===== src/design/assert_macros.svh =====
// ----------------------------------------------------------------------------
// assert_macros
// Shared assertion macros. Each expects aclk and aresetn in scope.
// ----------------------------------------------------------------------------
`ifndef ASSERT_MACROS_SVH
`define ASSERT_MACROS_SVH

// Condition holds at every edge out of reset
`define ASSERT_ALWAYS(lbl, expr, msg) \
    lbl: assert property (@(posedge aclk) disable iff (!aresetn) (expr)) \
        else $error(msg);

// Same-cycle implication
`define ASSERT_IMPL(lbl, ante, cons, msg) \
    lbl: assert property (@(posedge aclk) disable iff (!aresetn) (ante) |-> (cons)) \
        else $error(msg);

// Next-cycle implication
`define ASSERT_NEXT(lbl, ante, cons, msg) \
    lbl: assert property (@(posedge aclk) disable iff (!aresetn) (ante) |=> (cons)) \
        else $error(msg);

`endif


===== src/design/fps_pkg.sv =====
// ----------------------------------------------------------------------------
// fps_pkg
// Types, codes and reset values shared by the flight phase sequencer.
// ----------------------------------------------------------------------------
package fps_pkg;

    localparam int unsigned CNT_W      = 16;
    localparam int unsigned PHASE_W    = 4;
    localparam int unsigned ACT_W      = 3;
    localparam int unsigned TGT_W      = 2;
    localparam int unsigned DRV_W      = 3;
    localparam int unsigned REG_IDX_W  = 3;
    localparam int unsigned APB_ADDR_W = 5;
    localparam int unsigned APB_DATA_W = 32;

    typedef logic [CNT_W-1:0]     cnt_t;
    typedef logic [PHASE_W-1:0]   phase_t;
    typedef logic [ACT_W-1:0]     action_t;
    typedef logic [TGT_W-1:0]     target_t;
    typedef logic [DRV_W-1:0]     drive_t;
    typedef logic [REG_IDX_W-1:0] reg_idx_t;

    localparam cnt_t CNT_ONE = 16'd1;

    // flight phases
    localparam phase_t PH_PREFLIGHT  = 4'd0;
    localparam phase_t PH_ASCENDING  = 4'd1;
    localparam phase_t PH_FLOATING   = 4'd2;
    localparam phase_t PH_MEAS1      = 4'd3;
    localparam phase_t PH_BURNWIRE   = 4'd4;
    localparam phase_t PH_INFLATING  = 4'd5;
    localparam phase_t PH_MEAS2      = 4'd6;
    localparam phase_t PH_CURING     = 4'd7;
    localparam phase_t PH_EQUALIZING = 4'd8;
    localparam phase_t PH_MEAS3      = 4'd9;
    localparam phase_t PH_DESCENDING = 4'd10;

    // input word kinds
    localparam action_t ACT_TICK   = 3'd0;
    localparam action_t ACT_LAUNCH = 3'd1;
    localparam action_t ACT_ACCEPT = 3'd2;
    localparam action_t ACT_CANCEL = 3'd3;
    localparam action_t ACT_MANUAL = 3'd4;

    // manual write targets
    localparam target_t TGT_TANK   = 2'd0;
    localparam target_t TGT_OUTLET = 2'd1;
    localparam target_t TGT_BURN   = 2'd2;

    // bit positions in the drive vector
    localparam int unsigned DRV_TANK   = 0;
    localparam int unsigned DRV_OUTLET = 1;
    localparam int unsigned DRV_BURN   = 2;

    localparam logic ANN_INFLATE = 1'b0;
    localparam logic ANN_DEFLATE = 1'b1;

    // register map
    localparam reg_idx_t REG_ASCEND   = 3'd0;
    localparam reg_idx_t REG_BURNWIRE = 3'd1;
    localparam reg_idx_t REG_INFLATE  = 3'd2;
    localparam reg_idx_t REG_CURE     = 3'd3;
    localparam reg_idx_t REG_EQUALIZE = 3'd4;
    localparam reg_idx_t REG_ANNOUNCE = 3'd5;

    localparam cnt_t RST_ASCEND   = 16'd100;
    localparam cnt_t RST_BURNWIRE = 16'd30;
    localparam cnt_t RST_INFLATE  = 16'd57;
    localparam cnt_t RST_CURE     = 16'd60;
    localparam cnt_t RST_EQUALIZE = 16'd30;
    localparam cnt_t RST_ANNOUNCE = 16'd30;

    typedef struct packed {
        cnt_t ascend_seconds;
        cnt_t burnwire_seconds;
        cnt_t inflate_seconds;
        cnt_t cure_seconds;
        cnt_t equalize_seconds;
        cnt_t announce_seconds;
    } cfg_t;

    typedef struct packed {
        action_t action;
        target_t actuator;
        logic    level;
    } item_t;

    typedef struct packed {
        phase_t phase;
        logic   tank_open;
        logic   outlet_open;
        logic   burnwire_on;
        logic   announce_request;
        logic   announce_kind;
        logic   phase_changed;
    } result_t;

endpackage


===== src/design/fps_apb_regs.sv =====
// ----------------------------------------------------------------------------
// fps_apb_regs
// APB register file holding the phase and announce timeouts.
// ----------------------------------------------------------------------------
module fps_apb_regs
    import fps_pkg::*;
(
    input  logic                  aclk,
    input  logic                  aresetn,
    input  logic                  psel,
    input  logic                  penable,
    input  logic                  pwrite,
    input  logic [APB_ADDR_W-1:0] paddr,
    input  logic [APB_DATA_W-1:0] pwdata,
    output logic [APB_DATA_W-1:0] prdata,
    output logic                  pready,
    output cfg_t                  cfg
);

    cfg_t     cfg_reg;
    cfg_t     cfg_next;
    reg_idx_t idx;
    cnt_t     wval;
    cnt_t     rval;

    assign pready = 1'b1;
    assign idx    = paddr[APB_ADDR_W-1:2];
    assign wval   = pwdata[CNT_W-1:0];

    always_comb begin
        cfg_next = cfg_reg;
        if (psel && penable && pwrite) begin
            unique case (idx)
                REG_ASCEND:   cfg_next.ascend_seconds   = wval;
                REG_BURNWIRE: cfg_next.burnwire_seconds = wval;
                REG_INFLATE:  cfg_next.inflate_seconds  = wval;
                REG_CURE:     cfg_next.cure_seconds     = wval;
                REG_EQUALIZE: cfg_next.equalize_seconds = wval;
                REG_ANNOUNCE: cfg_next.announce_seconds = wval;
                default: ;
            endcase
        end
    end

    always_comb begin
        unique case (idx)
            REG_ASCEND:   rval = cfg_reg.ascend_seconds;
            REG_BURNWIRE: rval = cfg_reg.burnwire_seconds;
            REG_INFLATE:  rval = cfg_reg.inflate_seconds;
            REG_CURE:     rval = cfg_reg.cure_seconds;
            REG_EQUALIZE: rval = cfg_reg.equalize_seconds;
            REG_ANNOUNCE: rval = cfg_reg.announce_seconds;
            default:      rval = '0;
        endcase
    end

    assign prdata = {{(APB_DATA_W-CNT_W){1'b0}}, rval};
    assign cfg    = cfg_reg;

    always_ff @(posedge aclk) begin
        if (!aresetn) begin
            cfg_reg.ascend_seconds   <= RST_ASCEND;
            cfg_reg.burnwire_seconds <= RST_BURNWIRE;
            cfg_reg.inflate_seconds  <= RST_INFLATE;
            cfg_reg.cure_seconds     <= RST_CURE;
            cfg_reg.equalize_seconds <= RST_EQUALIZE;
            cfg_reg.announce_seconds <= RST_ANNOUNCE;
        end else begin
            cfg_reg <= cfg_next;
        end
    end

endmodule


===== src/design/fps_seq_state.sv =====
// ----------------------------------------------------------------------------
// fps_seq_state
// Phase, countdown and drive state with the single-pass update for one word.
// ----------------------------------------------------------------------------
`include "assert_macros.svh"

module fps_seq_state
    import fps_pkg::*;
(
    input  logic    aclk,
    input  logic    aresetn,
    input  logic    step_en,
    input  item_t   item,
    input  cfg_t    cfg,
    output result_t result
);

    typedef struct packed {
        phase_t phase;
        cnt_t   pcnt;
        logic   pact;
        cnt_t   acnt;
        logic   apend;
        drive_t drive;
    } seq_state_t;

    seq_state_t state_reg;
    seq_state_t state_next;

    logic   ann_fire;
    logic   tim_fire;
    logic   done;
    logic   tim_enter;
    phase_t tim_tgt;
    logic   done_enter;
    phase_t done_tgt;
    logic   enter_en;
    phase_t enter_tgt;
    logic   ann_req;
    logic   ann_kind;
    logic   changed;

    logic   ann_phase;
    logic   meas_phase;
    logic   timed_phase;
    logic   req_phase;

    // timer expiry map
    always_comb begin
        tim_enter = 1'b1;
        tim_tgt   = PH_PREFLIGHT;
        unique case (state_reg.phase)
            PH_ASCENDING:  tim_tgt = PH_FLOATING;
            PH_BURNWIRE:   tim_tgt = PH_INFLATING;
            PH_INFLATING:  tim_tgt = PH_MEAS2;
            PH_CURING:     tim_tgt = PH_EQUALIZING;
            PH_EQUALIZING: tim_tgt = PH_MEAS3;
            default:       tim_enter = 1'b0;
        endcase
    end

    // accept or announce timeout map
    always_comb begin
        done_enter = 1'b1;
        done_tgt   = PH_PREFLIGHT;
        unique case (state_reg.phase)
            PH_FLOATING: done_tgt = PH_BURNWIRE;
            PH_CURING:   done_tgt = PH_EQUALIZING;
            default:     done_enter = 1'b0;
        endcase
    end

    always_comb begin
        state_next = state_reg;
        ann_fire   = 1'b0;
        tim_fire   = 1'b0;
        done       = 1'b0;
        enter_en   = 1'b0;
        enter_tgt  = PH_PREFLIGHT;
        ann_req    = 1'b0;
        ann_kind   = ANN_INFLATE;
        changed    = 1'b0;

        unique case (item.action)
            ACT_TICK: begin
                if (state_reg.apend) begin
                    if (state_reg.acnt <= CNT_ONE) begin
                        ann_fire = 1'b1;
                    end else begin
                        state_next.acnt = state_reg.acnt - CNT_ONE;
                    end
                end
                if (state_reg.pact) begin
                    if (state_reg.pcnt <= CNT_ONE) begin
                        tim_fire = 1'b1;
                    end else begin
                        state_next.pcnt = state_reg.pcnt - CNT_ONE;
                    end
                end
                done = ann_fire;
                // announce wins a tie; the phase it enters restarts the timer
                if (!ann_fire && tim_fire) begin
                    state_next.pact = 1'b0;
                    state_next.pcnt = '0;
                    enter_en        = tim_enter;
                    enter_tgt       = tim_tgt;
                end
            end
            ACT_LAUNCH: begin
                enter_en  = 1'b1;
                enter_tgt = PH_ASCENDING;
            end
            ACT_ACCEPT: begin
                done = state_reg.apend;
            end
            ACT_MANUAL: begin
                unique case (item.actuator)
                    TGT_TANK:   state_next.drive[DRV_TANK]   = item.level;
                    TGT_OUTLET: state_next.drive[DRV_OUTLET] = item.level;
                    TGT_BURN:   state_next.drive[DRV_BURN]   = item.level;
                    default: ;
                endcase
            end
            default: ;
        endcase

        if (done) begin
            state_next.apend = 1'b0;
            state_next.acnt  = '0;
            enter_en         = done_enter;
            enter_tgt        = done_tgt;
        end

        if (enter_en) begin
            // entering a phase stops the timer and drops any pending announce
            state_next.pact  = 1'b0;
            state_next.pcnt  = '0;
            state_next.apend = 1'b0;
            state_next.acnt  = '0;
            state_next.phase = enter_tgt;
            changed          = (enter_tgt != state_reg.phase);
            unique case (enter_tgt)
                PH_ASCENDING: begin
                    state_next.drive[DRV_OUTLET] = 1'b1;
                    state_next.pact = 1'b1;
                    state_next.pcnt = cfg.ascend_seconds;
                end
                PH_FLOATING: begin
                    state_next.drive[DRV_OUTLET] = 1'b1;
                    state_next.apend = 1'b1;
                    state_next.acnt  = cfg.announce_seconds;
                    ann_req  = 1'b1;
                    ann_kind = ANN_INFLATE;
                end
                PH_BURNWIRE: begin
                    state_next.drive[DRV_BURN] = 1'b1;
                    state_next.pact = 1'b1;
                    state_next.pcnt = cfg.burnwire_seconds;
                end
                PH_INFLATING: begin
                    state_next.drive[DRV_BURN]   = 1'b0;
                    state_next.drive[DRV_OUTLET] = 1'b0;
                    state_next.drive[DRV_TANK]   = 1'b1;
                    state_next.pact = 1'b1;
                    state_next.pcnt = cfg.inflate_seconds;
                end
                PH_MEAS2: begin
                    // measure passes at once: go straight on to curing
                    state_next.drive[DRV_OUTLET] = 1'b0;
                    state_next.drive[DRV_TANK]   = 1'b1;
                    state_next.pact  = 1'b1;
                    state_next.pcnt  = cfg.cure_seconds;
                    state_next.apend = 1'b1;
                    state_next.acnt  = cfg.announce_seconds;
                    state_next.phase = PH_CURING;
                    ann_req  = 1'b1;
                    ann_kind = ANN_DEFLATE;
                    changed  = 1'b1;
                end
                PH_EQUALIZING: begin
                    state_next.drive[DRV_TANK]   = 1'b0;
                    state_next.drive[DRV_OUTLET] = 1'b1;
                    state_next.pact = 1'b1;
                    state_next.pcnt = cfg.equalize_seconds;
                end
                PH_MEAS3: begin
                    // measure passes at once: go straight on to descending
                    state_next.drive[DRV_TANK]   = 1'b0;
                    state_next.drive[DRV_OUTLET] = 1'b1;
                    state_next.phase = PH_DESCENDING;
                    changed = 1'b1;
                end
                default: ;
            endcase
        end
    end

    assign result.phase            = state_next.phase;
    assign result.tank_open        = state_next.drive[DRV_TANK];
    assign result.outlet_open      = state_next.drive[DRV_OUTLET];
    assign result.burnwire_on      = state_next.drive[DRV_BURN];
    assign result.announce_request = ann_req;
    assign result.announce_kind    = ann_kind;
    assign result.phase_changed    = changed;

    always_ff @(posedge aclk) begin
        if (!aresetn) begin
            state_reg.phase <= PH_PREFLIGHT;
            state_reg.pcnt  <= '0;
            state_reg.pact  <= 1'b0;
            state_reg.acnt  <= '0;
            state_reg.apend <= 1'b0;
            state_reg.drive <= '0;
        end else if (step_en) begin
            state_reg <= state_next;
        end
    end

    assign ann_phase   = (state_reg.phase == PH_FLOATING) || (state_reg.phase == PH_CURING);
    assign meas_phase  = (state_reg.phase == PH_MEAS1) || (state_reg.phase == PH_MEAS2) ||
                         (state_reg.phase == PH_MEAS3);
    assign timed_phase = (state_reg.phase == PH_ASCENDING) || (state_reg.phase == PH_BURNWIRE) ||
                         (state_reg.phase == PH_INFLATING) || (state_reg.phase == PH_CURING) ||
                         (state_reg.phase == PH_EQUALIZING);
    assign req_phase   = (result.phase == PH_FLOATING) || (result.phase == PH_CURING);

    `ASSERT_IMPL(a_ann_phase, state_reg.apend, ann_phase, "announce pending outside floating or curing")
    `ASSERT_ALWAYS(a_no_meas, !meas_phase, "measuring phase held")
    `ASSERT_IMPL(a_timer_phase, state_reg.pact, timed_phase, "phase timer active in untimed phase")
    `ASSERT_NEXT(a_hold, !step_en, $stable(state_reg), "state moved without a step")
    `ASSERT_IMPL(a_req_phase, result.announce_request, req_phase, "announce sent outside floating or curing")

endmodule


===== src/design/flight_phase_sequencer_core.sv =====
// An accepted word waits in the input register and is stepped into the result register on m_tdata.
// Throughput: one word per cycle unless m_tready stalls; phase and countdowns update in one pass.
// A stalled result register holds the input register, and s_tready drops only when both are full.
// Reset: aresetn, synchronous, active low; sets phase to preflight, clears countdowns and drives,
// empties both registers and loads the timeout registers with their defaults.
// ----------------------------------------------------------------------------
// flight_phase_sequencer_core
// Mission sequencer: stream of ticks, launches, ground replies and manual writes in,
// phase, actuator drives and announce requests out, timeouts set over APB.
// ----------------------------------------------------------------------------
module flight_phase_sequencer_core
    import fps_pkg::*;
(
    input  logic                  aclk,
    input  logic                  aresetn,
    // input stream
    input  logic                  s_tvalid,
    output logic                  s_tready,
    input  logic [7:0]            s_tdata,   // [1:0] actuator, [2] level
    input  logic [2:0]            s_tuser,   // [2:0] action
    // result stream
    output logic                  m_tvalid,
    input  logic                  m_tready,
    output logic [15:0]           m_tdata,   // [3:0] phase, [4] tank_open, [5] outlet_open,
                                             // [6] burnwire_on, [7] announce_request,
                                             // [8] announce_kind, [9] phase_changed
    // configuration
    input  logic                  psel,
    input  logic                  penable,
    input  logic                  pwrite,
    input  logic [APB_ADDR_W-1:0] paddr,
    input  logic [APB_DATA_W-1:0] pwdata,
    output logic [APB_DATA_W-1:0] prdata,
    output logic                  pready
);

    logic    in_valid_reg;
    logic    in_valid_next;
    item_t   item_reg;
    logic    out_valid_reg;
    logic    out_valid_next;
    result_t result_reg;
    result_t step_result;
    cfg_t    cfg;
    logic    step_en;

    fps_apb_regs u_regs (
        .aclk    (aclk),
        .aresetn (aresetn),
        .psel    (psel),
        .penable (penable),
        .pwrite  (pwrite),
        .paddr   (paddr),
        .pwdata  (pwdata),
        .prdata  (prdata),
        .pready  (pready),
        .cfg     (cfg)
    );

    fps_seq_state u_seq (
        .aclk    (aclk),
        .aresetn (aresetn),
        .step_en (step_en),
        .item    (item_reg),
        .cfg     (cfg),
        .result  (step_result)
    );

    // advance a held word whenever the result register is free or draining
    assign step_en  = in_valid_reg && (!out_valid_reg || m_tready);
    assign s_tready = !in_valid_reg || step_en;

    always_comb begin
        in_valid_next = in_valid_reg;
        if (s_tready) begin
            in_valid_next = s_tvalid;
        end
        out_valid_next = out_valid_reg;
        if (step_en) begin
            out_valid_next = 1'b1;
        end else if (m_tready) begin
            out_valid_next = 1'b0;
        end
    end

    always_ff @(posedge aclk) begin
        if (!aresetn) begin
            in_valid_reg  <= 1'b0;
            out_valid_reg <= 1'b0;
        end else begin
            in_valid_reg  <= in_valid_next;
            out_valid_reg <= out_valid_next;
        end
    end

    always_ff @(posedge aclk) begin
        if (s_tvalid && s_tready) begin
            item_reg.action   <= s_tuser;
            item_reg.actuator <= s_tdata[1:0];
            item_reg.level    <= s_tdata[2];
        end
        if (step_en) begin
            result_reg <= step_result;
        end
    end

    assign m_tvalid = out_valid_reg;
    assign m_tdata  = {6'd0,
                       result_reg.phase_changed,
                       result_reg.announce_kind,
                       result_reg.announce_request,
                       result_reg.burnwire_on,
                       result_reg.outlet_open,
                       result_reg.tank_open,
                       result_reg.phase};

endmodule


===== config.mk =====
export PLATFORM = sky130hd
export DESIGN_NAME = flight_phase_sequencer_core
export DESIGN_NICKNAME = d
export VERILOG_FILES = /design/src/design/fps_pkg.sv /design/src/design/fps_apb_regs.sv /design/src/design/fps_seq_state.sv /design/src/design/flight_phase_sequencer_core.sv
export VERILOG_INCLUDE_DIRS = /design/src /design/src/design
export SDC_FILE = /design/constraint.sdc
export NUM_CORES = 1
export LEC_CHECK = 0
export BUFFER_PORTS_ARGS = -buffer_cell sky130_fd_sc_hd__buf_2
export CELL_PAD_IN_SITES_DETAIL_PLACEMENT = 1
export CELL_PAD_IN_SITES_GLOBAL_PLACEMENT = 2
export CORE_MARGIN = 1.5
export CORE_UTILIZATION = 37
export DETAILED_ROUTE_END_ITERATION = 8
export GPL_TIMING_DRIVEN = 0
export PLACE_DENSITY_LB_ADDON = 0.1
export SLEW_MARGIN = 20
export SYNTH_ARGS = -nofsm -noshare
export SYNTH_HDL_FRONTEND = slang
export SYNTH_SLANG_ARGS = --single-unit
export TNS_END_PERCENT = 30

===== constraint.sdc =====
create_clock -name aclk -period 4.45 [get_ports aclk]
set_input_delay 0.2225 -clock aclk [delete_from_list [all_inputs] [get_ports aclk]]
set_output_delay 0.2225 -clock aclk [all_outputs]
set_load 0.02 [all_outputs]

---- Word level (Yosys, flattened, before mapping) ----
Index checks and enable logic that the tools add are counted.
word-level totals
  output and inout port bits .............. 51
  register bits ........................... 155
  logic and storage cells ................. 132
  input bits .............................. 55
cells by class
  multiplexer cells ....................... 41
  order comparisons ....................... 2
  reduce and logical (&&, ||, !) cells .... 37
  add/subtract/negate cells ............... 2
  equality and inequality tests ........... 26
operator list
  kind                                                                    number
  16-bit case mux with 6 select lines                                     1
  17-bit case mux with 5 select lines                                     1
  16-bit 2-to-1 mux                                                       4
  17-bit 2-to-1 mux                                                       3
  41-bit 2-to-1 mux                                                       1
  33-bit 2-to-1 mux                                                       1
  16-bit by 1-bit <= comparator with 1-bit output, second input constant  2
  16-bit by 1-bit subtractor with 16-bit output, second input constant    2
  4-bit by 3-bit equality test with 1-bit output, second input constant   6
  4-bit case mux with 2 select lines                                      3
  4-bit case mux with 5 select lines                                      1
  1-bit 2-to-1 mux                                                        18
  2-bit AND reduction                                                     7
  4-bit equality test, second input constant                              3
  1-bit case mux with 2 select lines                                      5
  2-bit OR reduction                                                      5
  3-bit by 2-bit equality test with 1-bit output, second input constant   3
  3-bit equality test, second input constant                              3
  3-bit nonzero test                                                      3
  4-bit by 1-bit equality test with 1-bit output, second input constant   2
  4-bit by 2-bit equality test with 1-bit output, second input constant   2
  4-bit 2-to-1 mux                                                        2
  4-bit AND reduction                                                     2
  2-bit nonzero test                                                      4
  other kinds (15)                                                        24

---- Longest topological paths before layout ----
  depth in word-level cells ............... 13
  depth in mapped cells ................... 10
  mapped depth without buffers ............ 8

---- By module ----
Synthesis repeated with hierarchy kept, for this count alone.
unflattened totals
  cell total of the unflattened synthesis .. 986
  area, all modules ....................... 8687.1 um^2
by module, submodules not included
  module                       times used  area each (um^2)  sequential area each (um^2)  cells each
  fps_apb_regs                 1           4459.3            1921.8                       465
  fps_seq_state                1           3594.7            820.8                        489
  flight_phase_sequencer_core  1           633.1             520.5                        32

---- Worst setup path before layout ----
No wires, ideal clock.
  path kind ............................... register to register
  from .................................... register u_seq.state_reg[23] (netlist name)
  to ...................................... register result_reg, in the netlist m_tdata[0], data pin
  clock period less this slack ............ 2.450 ns
  setup slack ............................. 2.000 ns
  data arrival time ....................... 2.191 ns
  required time ........................... 4.191 ns
  cell stages (with the launch flop) ...... 7
  buffers on the path ..................... 0
  library setup time ...................... 0.259 ns
  path through ............................ dfxtp_1 nor4_4 o2111ai_4 a2111o_1 a21oi_4 and3b_1 a211o_1
RTL lines
  what                    line                                source
  start, declared         fps_seq_state.sv:27                 seq_state_t state_reg;
  start signal, assigned  fps_seq_state.sv:215                state_reg <= state_next;
  end signal, assigned    flight_phase_sequencer_core.sv:103  result_reg <= step_result;
  end, declared           flight_phase_sequencer_core.sv:42   result_t result_reg;

---- Worst setup path in the final report ----
  from .................................... register u_seq.state_reg[12] (netlist name)
  to ...................................... register u_seq.state_reg[30] (netlist name)
between the ends
  longest elaborated chain between the ends .. 12
  elaborated cells on any way between the ends .. 26
  those cells by class .................... order compare: 1; eq/ne: 6; mux: 14; reduce/logical: 5
RTL lines
  what                                               line                  source
  16-bit by 1-bit <= comparator with 1-bit output *  fps_seq_state.sv:87   if (state_reg.acnt <= CNT_ONE) begin
  1-bit 2-to-1 mux *                                 fps_seq_state.sv:87
  1-bit 2-to-1 mux *                                 fps_seq_state.sv:86   if (state_reg.apend) begin
  1-bit 2-to-1 mux *                                 fps_seq_state.sv:84   unique case (item.action)
  1-bit zero test                                    fps_seq_state.sv:102  if (!ann_fire && tim_fire) begin
  1-bit logical AND                                  fps_seq_state.sv:102
  4-bit 2-to-1 mux                                   fps_seq_state.sv:102
  4-bit case mux with 2 select lines                 fps_seq_state.sv:84
  4-bit 2-to-1 mux                                   fps_seq_state.sv:127  if (done) begin
  4-bit equality test (tied with other cells)        fps_seq_state.sv:142  unique case (enter_tgt)
  17-bit case mux with 5 select lines                fps_seq_state.sv:142
  41-bit 2-to-1 mux                                  fps_seq_state.sv:134  if (enter_en) begin
Every way passes the cells marked *; elsewhere a longest branch is shown, timed or not. The select of a mux whose other input is x is not followed.
A chain may end at the register's enable or synchronous reset.

==> out/qor.csv <==
stage,metric,value,unit
outcome,status,"finished, final reports clean",
clock_network,worst-case clock buffer depth,2,
route,DRT Wirelength,33500,µm
timing,relative slew slack,0.317,
timing,Final Skew,11.2,ps
critical_path,cell depth of the worst flop-to-flop path,7,
power_and_ir_drop,Leak,3.63,nW
die,die area,22600,µm²
yosys,cell area after synthesis,8030,µm²
hold_path,Hold Path Class,input pin to flop,
yosys,"flops & latches, synth",155,
die,Starting Density,0.380,
clock_network,CTS Sinks,155,
yosys,top cell type by total area after synthesis,dfxtp_1,
route,routed vias,8076,
timing,final setup fails,0,
placement,dpl hpwl,24500,µm
hold_path,Hold Startpoint,s_tvalid,
global_routing,number of global-route vias before repair,7963,
yosys,Synth top area share,0.346,
yosys,Mean Syn Cell Area,7.90,µm²
global_routing,initial antenna violation count,0,
finish,ANT cells,0,
yosys,"Async S/R FF share, synth",0,
die,core area,21200,µm²
clock_network,Resize count post-CTS,0,
global_routing,GRT Resource Usage Total,0.306,
route,DR DRC count,0,
clock_network,clock buffer count from CTS,17,
yosys,post-synthesis sequential area ratio,0.406,
critical_path,worst reg2reg setup slack,800,ps
yosys,Area contributors post-synth,"dfxtp_1 (35%), nand2_1 (12%), a21oi_1 (6.1%)",
timing,post-layout minimum cycle time,3650,ps
critical_path,Worst Path Arrival,4010,ps
yosys,top post-synthesis cells by count,"nand2_1 (261), dfxtp_1 (139), a21oi_1 (98)",
route,DRC marker count from the first detailed-route iteration,600,
clock_network,TritonCTS clock tree,yes,
critical_path,Critical R2R Capture,u_seq.state_reg[30],
critical_path,reg2reg start,u_seq.state_reg[12],
hold_path,Hold EP,in_valid_reg,
power_and_ir_drop,Peak VDD IR,233,µV
finish,Fillers,2651,
timing,final hold viol count,0,
flow_run,Max Cap Viol,0,
route,"antenna viol nets, final",0,
yosys,cell with the most instances after synthesis,nand2_1,
finish,max reg flops,96,
finish,synthesis-to-finish area growth,18.1,%
route,Vias/cell,5.72,
timing,max-slew violation count,0,
die,Die X-Extent,150,µm
yosys,number of flops mapped to enable cells by yosys,16,
finish,share of cells above drive strength 1,0.136,
critical_path,Worst EP required,4820,ps
placement,placer congestion estimate,0.885,
finish,# nets final,1184,
clock_network,htree depth,4,
route,drt wl/cell,23.7,µm
placement,# port buffers,59,
power_and_ir_drop,Tot Pwr,0.00338,W
route,DRT Pass-1 Iters,5,
die,Ports,106,
clock_network,Root Driver,clkbuf_16,
timing,Worst-Margin Slew,1020,ps
clock_network,Skew-Pair Late Insertion Delay,440,ps
critical_path,WS Path Type,flop to flop,
critical_path,CP Capture Type,flop,
timing,RSZ-0062 raised after global routing,no,
die,Cell Rows,53,
hold_path,hold path cells,3,
timing,fmax,274,MHz
die,chip height,150,µm
clock_network,"Clk pin slew, worst setup/hold paths",70,ps
timing,final period utilization,0.820,
yosys,post-synth cell types,75,
critical_path,crit-path max FO,10,
clock_network,Post-CTS Setup Bufs,0,
yosys,most used flip-flop cell after synthesis,dfxtp_1,
timing,TNS Setup,0,ps
yosys,Syn. warnings,0,
global_routing,global-route wire length before repair,50100,µm
yosys,Syn Inst Count,1017,
power_and_ir_drop,Pwr Density,356,nW/µm²
global_routing,GRT overflow,0,
global_routing,largest net degree at the start of global routing,20,
critical_path,critical path startpoint category,flop,
## per-layer routing
layer	track usage	vias up	wire length (µm)	share of wire
li1	-	3788	-	-
met1	0.420	3962	15700	0.47
met4	0.103	0	901	0.027
met5	0	-	0	0
met2	0.481	270	14800	0.44
met3	0.0570	56	2110	0.063
## worst max-delay path, cell delays in order (launching register included)
cell	delay, ps
dfxtp_1	350
nor4_2	790
nand4_1	180
o21ai_1	750
clkbuf_1	780
a22oi_1	340
o211a_1	230
a31oi_1	150
## repair_timing
action                                  in CTS  in global routing
hold buffers                                 6                  0
endpoints found under the setup margin       0                  0
endpoints found under the hold margin        6                  0
## power breakdown
group	switching, W	leakage [nW]	internal, W
logic	0.000233	2.05	0.000112
registers	0.0000216	1.28	0.00143
clock network	0.000631	0.303	0.000943
## cells in the final DEF (no fill, tap or decap), drive strengths merged, types with 7 or more instances in the layout
cell / netlist / final
clkbuf: 52 / 74
a221oi: 13 / 13
a21oi: 101 / 101
dfxtp: 139 / 139
nor3: 15 / 15
buf: 38 / 100
conb: 2 / 23
edfxtp: 16 / 16
xnor2: 9 / 9
nor2: 36 / 36
xor2: 7 / 7
o21ai: 48 / 48
a22oi: 56 / 56
and2: 21 / 21
nor4: 9 / 9
inv: 14 / 16
nand2: 261 / 261
a31oi: 18 / 18
a22o: 16 / 16
nand3: 48 / 48
## final cells by class
type	instances	area, µm²	area share
clock buffers	22	484	0.0510
repair buffers	68	378	0.0398
flip-flops and latches	155	3260	0.344
well taps	275	344	0.0363
clock inverters	9	135	0.0142
inverters	14	52.6	0.00554
plain buffers	90	470	0.0496
multi-input cells	779	4360	0.459
## worst max path at each step
stage / from / to / slack, ps / cells past startpoint
after global routing: u_seq.state_reg[12] / u_seq.state_reg[30] / 700 / 7
final: u_seq.state_reg[12] / u_seq.state_reg[30] / 800 / 7
after global placement: u_seq.state_reg[12] / u_seq.state_reg[30] / 950 / 7
after detailed placement: u_seq.state_reg[12] / u_seq.state_reg[30] / 930 / 7
after CTS: u_seq.state_reg[12] / u_seq.state_reg[30] / 900 / 7
after floorplan: u_seq.state_reg[23] / m_tdata[0] / 2000 / 6
## logic make-up (layout without fill, tap and decap cells)
group                    count (synthesis)  in the layout  synth area share
multiplexers                             3              3           0.00405
adder cells (fa/ha/maj)                  5              5           0.00748
AO/OA/AOI/OAI                          304            304             0.258
flip-flops                             155            155             0.406
AND/OR/NAND/NOR                        428            428             0.241
buffers and inverters                  104            203            0.0651
other                                    2             23          0.000935
XOR/XNOR                                16             16            0.0174
## through the flow
step                utilization  instance area, µm²  setup slack (ps)  cells  hold slack, ps
floorplan                     -                8110              2000   1038             321
global placement          0.414                8750               955   1372             404
detailed placement        0.416                8790               929   1375             401
CTS                       0.448                9470               895   1412            9.84
global route              0.448                9490               701   1412            21.1
finish                    0.448                9490               801   1412            14.1
No activity file was read; power rests on OpenSTA's default activity.
